[src/sv/hsvr_pkg.sv]
// Shared types and constants for the HSV to RGB converter.
// No dependencies; imported by every module of the block.
`timescale 1ns / 1ps
package hsvr_pkg;

  localparam int unsigned HUE_SECTOR = 3840;
  localparam logic [14:0] HUE_FULL   = 15'd23040;
  localparam logic [8:0]  UNIT       = 9'd256;
  // floor(q/15) == ((q+1)*RECIP15) >> 16 for q < 4096
  localparam logic [12:0] RECIP15    = 13'd4369;

  typedef enum logic [2:0] {
    SEC_RED_YEL = 3'd0,
    SEC_YEL_GRN = 3'd1,
    SEC_GRN_CYN = 3'd2,
    SEC_CYN_BLU = 3'd3,
    SEC_BLU_MAG = 3'd4,
    SEC_MAG_RED = 3'd5
  } hsvr_sector_e;

  typedef struct packed {
    logic [14:0] hue;
    logic [8:0]  saturation;
    logic [8:0]  brightness;
  } hsvr_in_t;

  typedef struct packed {
    logic [7:0] red;
    logic [7:0] green;
    logic [7:0] blue;
  } hsvr_out_t;

  // after sector split
  typedef struct packed {
    hsvr_sector_e sector;
    logic [11:0]  f;
    logic [8:0]   sat;
    logic [8:0]   inv_s;
    logic [15:0]  p;      // 255 * V
  } hsvr_sec_t;

  // after mix products, before divide by 15
  typedef struct packed {
    hsvr_sector_e sector;
    logic [7:0]   full;
    logic [7:0]   low;
    logic [11:0]  q_up;
    logic [11:0]  q_dn;
  } hsvr_mix_t;

endpackage

[src/sv/hsvr_front.sv]
// Front stages: hue wrap and clamping, then sector split and 255*V.
// Depends on hsvr_pkg.
`timescale 1ns / 1ps
module hsvr_front
  import hsvr_pkg::*;
(
  input  logic      clk_i,
  input  logic      rst_ni,
  input  logic      valid_i,
  output logic      stall_o,
  input  hsvr_in_t  data_i,
  output logic      valid_o,
  input  logic      stall_i,
  output hsvr_sec_t data_o
);

  logic        a_vld_q;
  logic [14:0] a_hue_q, a_hue_d;
  logic [8:0]  a_sat_q, a_sat_d;
  logic [8:0]  a_val_q, a_val_d;
  logic        a_en, b_en;

  logic        b_vld_q;
  hsvr_sec_t   b_q, b_d;
  logic [14:0] base;
  logic [16:0] p_wide;

  assign b_en    = !b_vld_q || !stall_i;
  assign a_en    = !a_vld_q || b_en;
  assign stall_o = !a_en;
  assign valid_o = b_vld_q;
  assign data_o  = b_q;

  always_comb begin
    a_hue_d = (data_i.hue >= HUE_FULL) ? 15'(data_i.hue - HUE_FULL) : data_i.hue;
    a_sat_d = (data_i.saturation > UNIT) ? UNIT : data_i.saturation;
    a_val_d = (data_i.brightness > UNIT) ? UNIT : data_i.brightness;
  end

  always_comb begin
    if (a_hue_q >= 15'(5 * HUE_SECTOR)) begin
      b_d.sector = SEC_MAG_RED;
      base       = 15'(5 * HUE_SECTOR);
    end else if (a_hue_q >= 15'(4 * HUE_SECTOR)) begin
      b_d.sector = SEC_BLU_MAG;
      base       = 15'(4 * HUE_SECTOR);
    end else if (a_hue_q >= 15'(3 * HUE_SECTOR)) begin
      b_d.sector = SEC_CYN_BLU;
      base       = 15'(3 * HUE_SECTOR);
    end else if (a_hue_q >= 15'(2 * HUE_SECTOR)) begin
      b_d.sector = SEC_GRN_CYN;
      base       = 15'(2 * HUE_SECTOR);
    end else if (a_hue_q >= 15'(HUE_SECTOR)) begin
      b_d.sector = SEC_YEL_GRN;
      base       = 15'(HUE_SECTOR);
    end else begin
      b_d.sector = SEC_RED_YEL;
      base       = 15'd0;
    end
    b_d.f     = 12'(a_hue_q - base);
    b_d.sat   = a_sat_q;
    b_d.inv_s = 9'(UNIT - a_sat_q);
    p_wide    = {a_val_q, 8'b0} - {8'b0, a_val_q};
    b_d.p     = p_wide[15:0];
  end

  always_ff @(posedge clk_i or negedge rst_ni) begin
    if (!rst_ni) begin
      a_vld_q <= 1'b0;
      b_vld_q <= 1'b0;
    end else begin
      if (a_en) a_vld_q <= valid_i;
      if (b_en) b_vld_q <= a_vld_q;
    end
  end

  always_ff @(posedge clk_i) begin
    if (a_en && valid_i) begin
      a_hue_q <= a_hue_d;
      a_sat_q <= a_sat_d;
      a_val_q <= a_val_d;
    end
    if (b_en && a_vld_q) b_q <= b_d;
  end

endmodule

[src/sv/hsvr_mix.sv]
// Mix stages: blend weights, full/low levels, then the V-scaled mix products.
// Depends on hsvr_pkg.
`timescale 1ns / 1ps
module hsvr_mix
  import hsvr_pkg::*;
(
  input  logic      clk_i,
  input  logic      rst_ni,
  input  logic      valid_i,
  output logic      stall_o,
  input  hsvr_sec_t data_i,
  output logic      valid_o,
  input  logic      stall_i,
  output hsvr_mix_t data_o
);

  // T(w) = 3840*inv_s + w*S, at most 3840*256
  logic         c_vld_q;
  hsvr_sector_e c_sector_q;
  logic [7:0]   c_full_q, c_low_q;
  logic [15:0]  c_p_q;
  logic [19:0]  c_tup_q, c_tdn_q, c_tup_d, c_tdn_d;
  logic [7:0]   c_low_d;
  logic [19:0]  t_base;
  logic [11:0]  f_dn;
  logic [20:0]  prod_up, prod_dn;
  logic [24:0]  low_prod;
  logic         c_en, d_en;

  logic         d_vld_q;
  hsvr_mix_t    d_q, d_d;
  logic [35:0]  x_up, x_dn;

  assign d_en    = !d_vld_q || !stall_i;
  assign c_en    = !c_vld_q || d_en;
  assign stall_o = !c_en;
  assign valid_o = d_vld_q;
  assign data_o  = d_q;

  always_comb begin
    t_base   = 20'(data_i.inv_s) * 20'(HUE_SECTOR);
    f_dn     = 12'(12'(HUE_SECTOR) - data_i.f);
    prod_up  = 21'(data_i.f) * 21'(data_i.sat);
    prod_dn  = 21'(f_dn) * 21'(data_i.sat);
    c_tup_d  = 20'(21'(t_base) + prod_up);
    c_tdn_d  = 20'(21'(t_base) + prod_dn);
    low_prod = 25'(data_i.p) * 25'(data_i.inv_s);
    c_low_d  = low_prod[23:16];
  end

  always_comb begin
    x_up       = 36'(c_p_q) * 36'(c_tup_q);
    x_dn       = 36'(c_p_q) * 36'(c_tdn_q);
    d_d.sector = c_sector_q;
    d_d.full   = c_full_q;
    d_d.low    = c_low_q;
    d_d.q_up   = x_up[35:24];
    d_d.q_dn   = x_dn[35:24];
  end

  always_ff @(posedge clk_i or negedge rst_ni) begin
    if (!rst_ni) begin
      c_vld_q <= 1'b0;
      d_vld_q <= 1'b0;
    end else begin
      if (c_en) c_vld_q <= valid_i;
      if (d_en) d_vld_q <= c_vld_q;
    end
  end

  always_ff @(posedge clk_i) begin
    if (c_en && valid_i) begin
      c_sector_q <= data_i.sector;
      c_full_q   <= data_i.p[15:8];
      c_low_q    <= c_low_d;
      c_p_q      <= data_i.p;
      c_tup_q    <= c_tup_d;
      c_tdn_q    <= c_tdn_d;
    end
    if (d_en && c_vld_q) d_q <= d_d;
  end

endmodule

[src/sv/hsvr_out.sv]
// Output stage: divide the mix levels by 15 and route channels by sector.
// Depends on hsvr_pkg; holds the result register.
`timescale 1ns / 1ps
module hsvr_out
  import hsvr_pkg::*;
(
  input  logic      clk_i,
  input  logic      rst_ni,
  input  logic      valid_i,
  output logic      stall_o,
  input  hsvr_mix_t data_i,
  output logic      valid_o,
  input  logic      stall_i,
  output hsvr_out_t data_o
);

  logic        e_vld_q;
  hsvr_out_t   e_q, e_d;
  logic        e_en;
  logic [25:0] r_up, r_dn;
  logic [7:0]  up, dn;

  assign e_en    = !e_vld_q || !stall_i;
  assign stall_o = !e_en;
  assign valid_o = e_vld_q;
  assign data_o  = e_q;

  always_comb begin
    r_up = 26'(13'(data_i.q_up) + 13'd1) * 26'(RECIP15);
    r_dn = 26'(13'(data_i.q_dn) + 13'd1) * 26'(RECIP15);
    up   = r_up[23:16];
    dn   = r_dn[23:16];
    case (data_i.sector)
      SEC_RED_YEL: e_d = '{red: data_i.full, green: up,          blue: data_i.low};
      SEC_YEL_GRN: e_d = '{red: dn,          green: data_i.full, blue: data_i.low};
      SEC_GRN_CYN: e_d = '{red: data_i.low,  green: data_i.full, blue: up};
      SEC_CYN_BLU: e_d = '{red: data_i.low,  green: dn,          blue: data_i.full};
      SEC_BLU_MAG: e_d = '{red: up,          green: data_i.low,  blue: data_i.full};
      default:     e_d = '{red: data_i.full, green: data_i.low,  blue: dn};
    endcase
  end

  always_ff @(posedge clk_i or negedge rst_ni) begin
    if (!rst_ni) begin
      e_vld_q <= 1'b0;
    end else if (e_en) begin
      e_vld_q <= valid_i;
    end
  end

  always_ff @(posedge clk_i) begin
    if (e_en && valid_i) e_q <= e_d;
  end

endmodule

[src/sv/hue_sat_value_to_rgb_top.sv]
// Top level of the HSV to RGB converter: front, mix and output stages.
// Depends on hsvr_pkg, hsvr_front, hsvr_mix, hsvr_out.
//
//   channel  dir  handshake                    payload
//   in       in   in_valid_i / in_stall_o      in_data_i  (hsvr_in_t)
//   out      out  out_valid_o / out_stall_i    out_data_o (hsvr_out_t)
//
// Five register stages, one transfer per clock while the output is not stalled.
// Stage depth is set by the 16x20 mix multiply and the divide-by-15 multiply.
// Reset clears only the stage valid bits.
// Each stage holds when it is full and the next one stalls, so bubbles close up.
`timescale 1ns / 1ps
module hue_sat_value_to_rgb_top
  import hsvr_pkg::*;
(
  input  logic      clk_i,
  input  logic      rst_ni,
  input  logic      in_valid_i,
  output logic      in_stall_o,
  input  hsvr_in_t  in_data_i,
  output logic      out_valid_o,
  input  logic      out_stall_i,
  output hsvr_out_t out_data_o
);

  logic      sec_valid, sec_stall;
  hsvr_sec_t sec_data;
  logic      mix_valid, mix_stall;
  hsvr_mix_t mix_data;

  hsvr_front u_front (
    .clk_i   (clk_i),
    .rst_ni  (rst_ni),
    .valid_i (in_valid_i),
    .stall_o (in_stall_o),
    .data_i  (in_data_i),
    .valid_o (sec_valid),
    .stall_i (sec_stall),
    .data_o  (sec_data)
  );

  hsvr_mix u_mix (
    .clk_i   (clk_i),
    .rst_ni  (rst_ni),
    .valid_i (sec_valid),
    .stall_o (sec_stall),
    .data_i  (sec_data),
    .valid_o (mix_valid),
    .stall_i (mix_stall),
    .data_o  (mix_data)
  );

  hsvr_out u_out (
    .clk_i   (clk_i),
    .rst_ni  (rst_ni),
    .valid_i (mix_valid),
    .stall_o (mix_stall),
    .data_i  (mix_data),
    .valid_o (out_valid_o),
    .stall_i (out_stall_i),
    .data_o  (out_data_o)
  );

  a_no_stall_free_out : assert property (@(posedge clk_i) disable iff (!rst_ni)
    !out_stall_i |-> !in_stall_o)
    else $error("input stalled while output is free");

  a_stall_from_out : assert property (@(posedge clk_i) disable iff (!rst_ni)
    in_stall_o |-> (out_valid_o && out_stall_i))
    else $error("input stall without held output");

  a_mid_stall : assert property (@(posedge clk_i) disable iff (!rst_ni)
    mix_stall |-> (out_valid_o && out_stall_i))
    else $error("output stage stalled without held output");

endmodule

[config.mk]
export PLATFORM = sky130hd
export DESIGN_NAME = hue_sat_value_to_rgb_top
export DESIGN_NICKNAME = d
export VERILOG_FILES = /design/src/sv/hsvr_pkg.sv /design/src/sv/hsvr_front.sv /design/src/sv/hsvr_mix.sv /design/src/sv/hsvr_out.sv /design/src/sv/hue_sat_value_to_rgb_top.sv
export SDC_FILE = /design/constraint.sdc
export NUM_CORES = 2
export LEC_CHECK = 0
export ABC_CLOCK_PERIOD_IN_PS = 6300
export BUFFER_PORTS_ARGS = -buffer_cell sky130_fd_sc_hd__buf_2
export CORE_UTILIZATION = 25
export CTS_BUF_LIST = sky130_fd_sc_hd__clkbuf_4
export DETAILED_ROUTE_END_ITERATION = 6
export SLEW_MARGIN = 20
export SYNTH_ARGS = -nofsm -noshare
export SYNTH_HDL_FRONTEND = slang
export SYNTH_SLANG_ARGS = --single-unit
[constraint.sdc]
create_clock -name clk_i -period 6.3 [get_ports clk_i]
set_input_delay 0.315 -clock clk_i [delete_from_list [all_inputs] [get_ports clk_i]]
set_output_delay 0.315 -clock clk_i [all_outputs]
set_load 0.02 [all_outputs]
==> impl_table.tex <==
\begin{tabular}{lr}
\hline
Metric & Value \\
\hline
\multicolumn{2}{l}{\textbf{STA}} \\
\# setup viols final & 0 \\
Relative slew margins & 31.6\% \\
Achievable frequency & 0.161 GHz \\
Transition time at the pin with the least slew margin & 1010 ps \\
Final Critical Period & 6230 ps \\
Final worst path period share & 98.8\% \\
Final hold violations & 0 \\
Max Transition Viols Final & 0 \\
Clock skew & 72.0 ps \\
Unrepaired setup endpoints after global routing & true \\
\multicolumn{2}{l}{\textbf{Job}} \\
Max-cap violation count & 0 \\
\multicolumn{2}{l}{\textbf{Synth}} \\
Number of enable-type register cells in the synthesized netlist & 214 \\
Synth cell count leaders & 879 x sky130\_fd\_sc\_hd\_\_inv\_1, 785 x sky130\_fd\_sc\_hd\_\_fa\_1, 609 x sky130\_fd\_sc\_hd\_\_nand2\_1, 464 x sky130\_fd\_sc\_hd\_\_ha\_1, 456 x sky130\_fd\_sc\_hd\_\_and2\_1 \\
Synth async-reset ratio & 2.28\% \\
Area of the mapped netlist & 0.0423 mm2 \\
Flip-flop and latch count after synthesis & 219 \\
Post-synthesis sequential area ratio & 15.5\% \\
Most instantiated library cell after synthesis & sky130\_fd\_sc\_hd\_\_inv\_1 \\
Mean instance size in the synthesized netlist & 9.72 um2 \\
Most instantiated flip-flop cell in the synthesis netlist & sky130\_fd\_sc\_hd\_\_edfxtp\_1 \\
Number of different library cells in the post-synthesis netlist & 72 \\
Number of warning messages in the yosys log & 0 \\
Fraction of post-synthesis cell area in the top cell type by area & 37.2\% \\
Gate count of the mapped netlist & 4349 \\
Net count after synthesis & 5635 \\
Top cell type by total area after synthesis & sky130\_fd\_sc\_hd\_\_fa\_1 \\
Area contributors post-synth & sky130\_fd\_sc\_hd\_\_fa\_1 37\%, sky130\_fd\_sc\_hd\_\_edfxtp\_1 15\%, sky130\_fd\_sc\_hd\_\_ha\_1 14\% \\
\multicolumn{2}{l}{\textbf{Critical path}} \\
Arrival time of the worst setup path & 6800 ps \\
Required time at the worst-slack endpoint & 6870 ps \\
Crit end category & flop \\
Crit path max fanout & 11 \\
Critical Setup Path Class & reg -> reg \\
Critical path startpoint category & flop \\
\multicolumn{2}{l}{\textbf{Global route}} \\
Grt total ovfl & 0 \\
Overall Global Routing Usage & 11.9\% \\
Initial antenna violation count & 2 \\
Number of global-route vias before repair & 32.0k \\
Maximum number of pins on one net before global-route repair & 67 \\
Global-route wire length before repair & 165000 um \\
\multicolumn{2}{l}{\textbf{Finish}} \\
Relative area change from synthesis to final layout & 14.1\% \\
Proportion of layout cells with a drive suffix above 1 & 9.39\% \\
Number of nets in the layout & 5830 \\
Post-layout util & 28.8\% \\
Cell Count, Final, Fillers Out & 6795 \\
Number of fill cells & 17.5k \\
Area of the multi-input gates & 0.0320 mm2 \\
Storage element area & 0.00655 mm2 \\
\multicolumn{2}{l}{\textbf{Clocking}} \\
Worst-case clock buffer depth & 3 \\
Number of buffers added by the clock tree synthesis step & 61 \\
TritonCTS clock tree & done \\
Clock root buffer & sky130\_fd\_sc\_hd\_\_clkbuf\_4 \\
Clk\_lat worst skew & 840 ps \\
Worst-path clk slew & 60 ps \\
Level count of the clock H-tree & 2 \\
Sinks on Clock Net & 219 \\
\multicolumn{2}{l}{\textbf{Worst hold path}} \\
Classification of the worst-slack hold path & in -> reg \\
\multicolumn{2}{l}{\textbf{Drt}} \\
Antenna Violating Nets Remaining & 0 \\
Routed wirelength normalized by instance count & 14.8 um \\
Total met2 wirelength after detailed routing & 48900 um \\
Number of search-and-repair iterations in the first detailed-routing pass & 6 \\
DR vias/cell & 4.35 \\
Via count & 29.6k \\
Sum of routed wire length over all layers & 101000 um \\
Residual DRC & 0 \\
Number of DRC markers after the initial detailed-route iteration & 1630 \\
DRT met1 WL & 45300 um \\
Highest metal layer with signal wires & met4 \\
Length of routed met3 wiring & 4580 um \\
\multicolumn{2}{l}{\textbf{Floorplan}} \\
Die outline width & 413 um \\
Initial Utilization & 25.2\% \\
Top Ports & 63 \\
Row count & 150 \\
Die Y & 413 um \\
Core region area & 0.168 mm2 \\
Area of the die & 0.171 mm2 \\
\multicolumn{2}{l}{\textbf{Run status}} \\
Run status & complete, no violations \\
\multicolumn{2}{l}{\textbf{Placement}} \\
Detailed placer's ending HPWL & 81000 um \\
Count of port buffers added during placement & 62 \\
Gpl congestion & 0.840 \\
Cell Count Post-Placement & 6605 \\
\hline
\end{tabular}
-- metal layers --
metal,vias up,GRT usage [%]
met2,654,20.7
li1,13900,-
met1,14900,15.9
met3,135,1.23
met4,0,2.65
met5,-,0
-- path summary, 6_finish.rpt --
kind                                  start            endpoint  slack [ps]  depth (start not counted)
max                          u_mix.c_p_q[4]    u_mix.data_o[22]          70                         23
min                           in_data_i[22]  u_front.a_hue_q[4]         230                          2
max reg2reg                  u_mix.c_p_q[4]    u_mix.data_o[22]          70                         23
min reg2reg                u_mix.c_low_q[4]    u_mix.data_o[28]         410                          0
max in group asynchronous            rst_ni     u_front.valid_o        5680                          3
min in group asynchronous            rst_ni       u_out.valid_o         420                          3
-- critical path: stages, from the launching register on --
cell,delay (ps)
sky130_fd_sc_hd__edfxtp_1,470
sky130_fd_sc_hd__buf_6,180
sky130_fd_sc_hd__clkbuf_16,170
sky130_fd_sc_hd__and2_1,160
sky130_fd_sc_hd__fa_1,410
sky130_fd_sc_hd__inv_1,70
sky130_fd_sc_hd__fa_1,430
sky130_fd_sc_hd__fa_1,520
sky130_fd_sc_hd__fa_1,560
sky130_fd_sc_hd__inv_1,50
sky130_fd_sc_hd__fa_1,470
sky130_fd_sc_hd__inv_1,50
sky130_fd_sc_hd__fa_1,480
sky130_fd_sc_hd__inv_1,40
sky130_fd_sc_hd__ha_1,280
sky130_fd_sc_hd__a2111oi_2,50
sky130_fd_sc_hd__buf_4,140
sky130_fd_sc_hd__nor3_1,150
sky130_fd_sc_hd__o211ai_1,130
sky130_fd_sc_hd__o21a_4,250
sky130_fd_sc_hd__o21a_1,210
sky130_fd_sc_hd__o311a_4,350
sky130_fd_sc_hd__a21o_1,200
sky130_fd_sc_hd__xnor2_1,140
-- cell families after synthesis --
group                      count (synthesis)  synth area share (%)
and+or+nand+nor                         1346                  15.7
adders and majority gates               1250                  50.9
buffers and inverters                   1058                  9.42
AOI/OAI and AO/OA                        322                  5.23
DFF                                      219                  15.5
xor gates and xnor gates                 147                  3.06
muxes                                      7                 0.169
-- flip-flops by register name (all words and copies together), names as in the netlist --
name              flops
u_front.valid_o       1
u_front.a_hue_q      15
u_front.a_val_q       9
u_front.a_sat_q       9
u_mix.c_tup_q        19
u_out.valid_o         1
u_front.a_vld_q       1
u_front.data_o       48
u_mix.c_p_q          16
u_mix.c_sector_q      3
u_mix.valid_o         1
u_mix.c_low_q         8
u_mix.c_vld_q         1
u_mix.data_o         43
u_out.data_o         24
u_mix.c_tdn_q        20
-- per-stage QoR --
step,hold WS [ps],setup slack [ps],instance area (um2),setup TNS (ps)
4_1_cts,123,2.11,47600,0
6_report,235,74.0,48200,0
5_1_grt,165,-130,48200,-703
3_5_place_dp,137,-105,46200,-612
3_3_place_gp,131,-195,46200,-1240
2_1_floorplan,19.4,164,42300,0
-- placed cells by master, fill, tap and decap left out, types with 7 or more instances in the layout --
cell / count
sky130_fd_sc_hd__nor3_1: 41
sky130_fd_sc_hd__a31oi_1: 12
sky130_fd_sc_hd__and2_1: 448
sky130_fd_sc_hd__ha_1: 459
sky130_fd_sc_hd__dlygate4sd3_1: 50
sky130_fd_sc_hd__buf_2: 62
sky130_fd_sc_hd__buf_4: 156
sky130_fd_sc_hd__nand2b_1: 9
sky130_fd_sc_hd__o21ai_0: 55
sky130_fd_sc_hd__a211oi_1: 15
sky130_fd_sc_hd__and3_1: 16
sky130_fd_sc_hd__o211ai_1: 12
sky130_fd_sc_hd__o31ai_1: 19
sky130_fd_sc_hd__clkinv_2: 8
sky130_fd_sc_hd__clkinv_1: 15
sky130_fd_sc_hd__nor2_1: 88
sky130_fd_sc_hd__o21bai_1: 11
sky130_fd_sc_hd__buf_12: 29
sky130_fd_sc_hd__a21o_1: 21
sky130_fd_sc_hd__nand4_1: 17
sky130_fd_sc_hd__nor2b_1: 32
sky130_fd_sc_hd__fa_1: 768
sky130_fd_sc_hd__edfxtp_1: 214
sky130_fd_sc_hd__inv_1: 870
sky130_fd_sc_hd__nand2_1: 609
sky130_fd_sc_hd__clkbuf_4: 79
sky130_fd_sc_hd__inv_2: 9
sky130_fd_sc_hd__a21oi_1: 66
sky130_fd_sc_hd__xnor2_1: 98
sky130_fd_sc_hd__clkbuf_16: 7
sky130_fd_sc_hd__fa_2: 17
sky130_fd_sc_hd__or3_1: 8
sky130_fd_sc_hd__xor2_1: 47
sky130_fd_sc_hd__o21a_1: 21
sky130_fd_sc_hd__nand3_1: 32
sky130_fd_sc_hd__nor4_1: 8
-- layout make-up --
| type | count | area share, % |
|---|---|---|
| clock buffers | 79 | 1.23 |
| inverters | 879 | 6.84 |
| diodes | 3 | 0.0156 |
| well taps | 2204 | 5.72 |
| flip-flops and latches | 219 | 13.6 |
| multi-input cells | 3072 | 66.4 |
| clock inverters | 28 | 0.379 |
| repair buffers | 311 | 5.85 |
-- timing repair --
item / CTS / global route
endpoints found under the hold margin: 43 / 0
hold buffers: 50 / 0
setup endpoints to repair: 12 / 22
resized for setup: 5 / 75
buffers inserted: 2 / 21
pin swaps: 1 / 59
cloned: 0 / 7
Power is left out: the tool's default activity adds up to more than one toggle a clock period on the data nets, which glitch-free logic cannot reach.
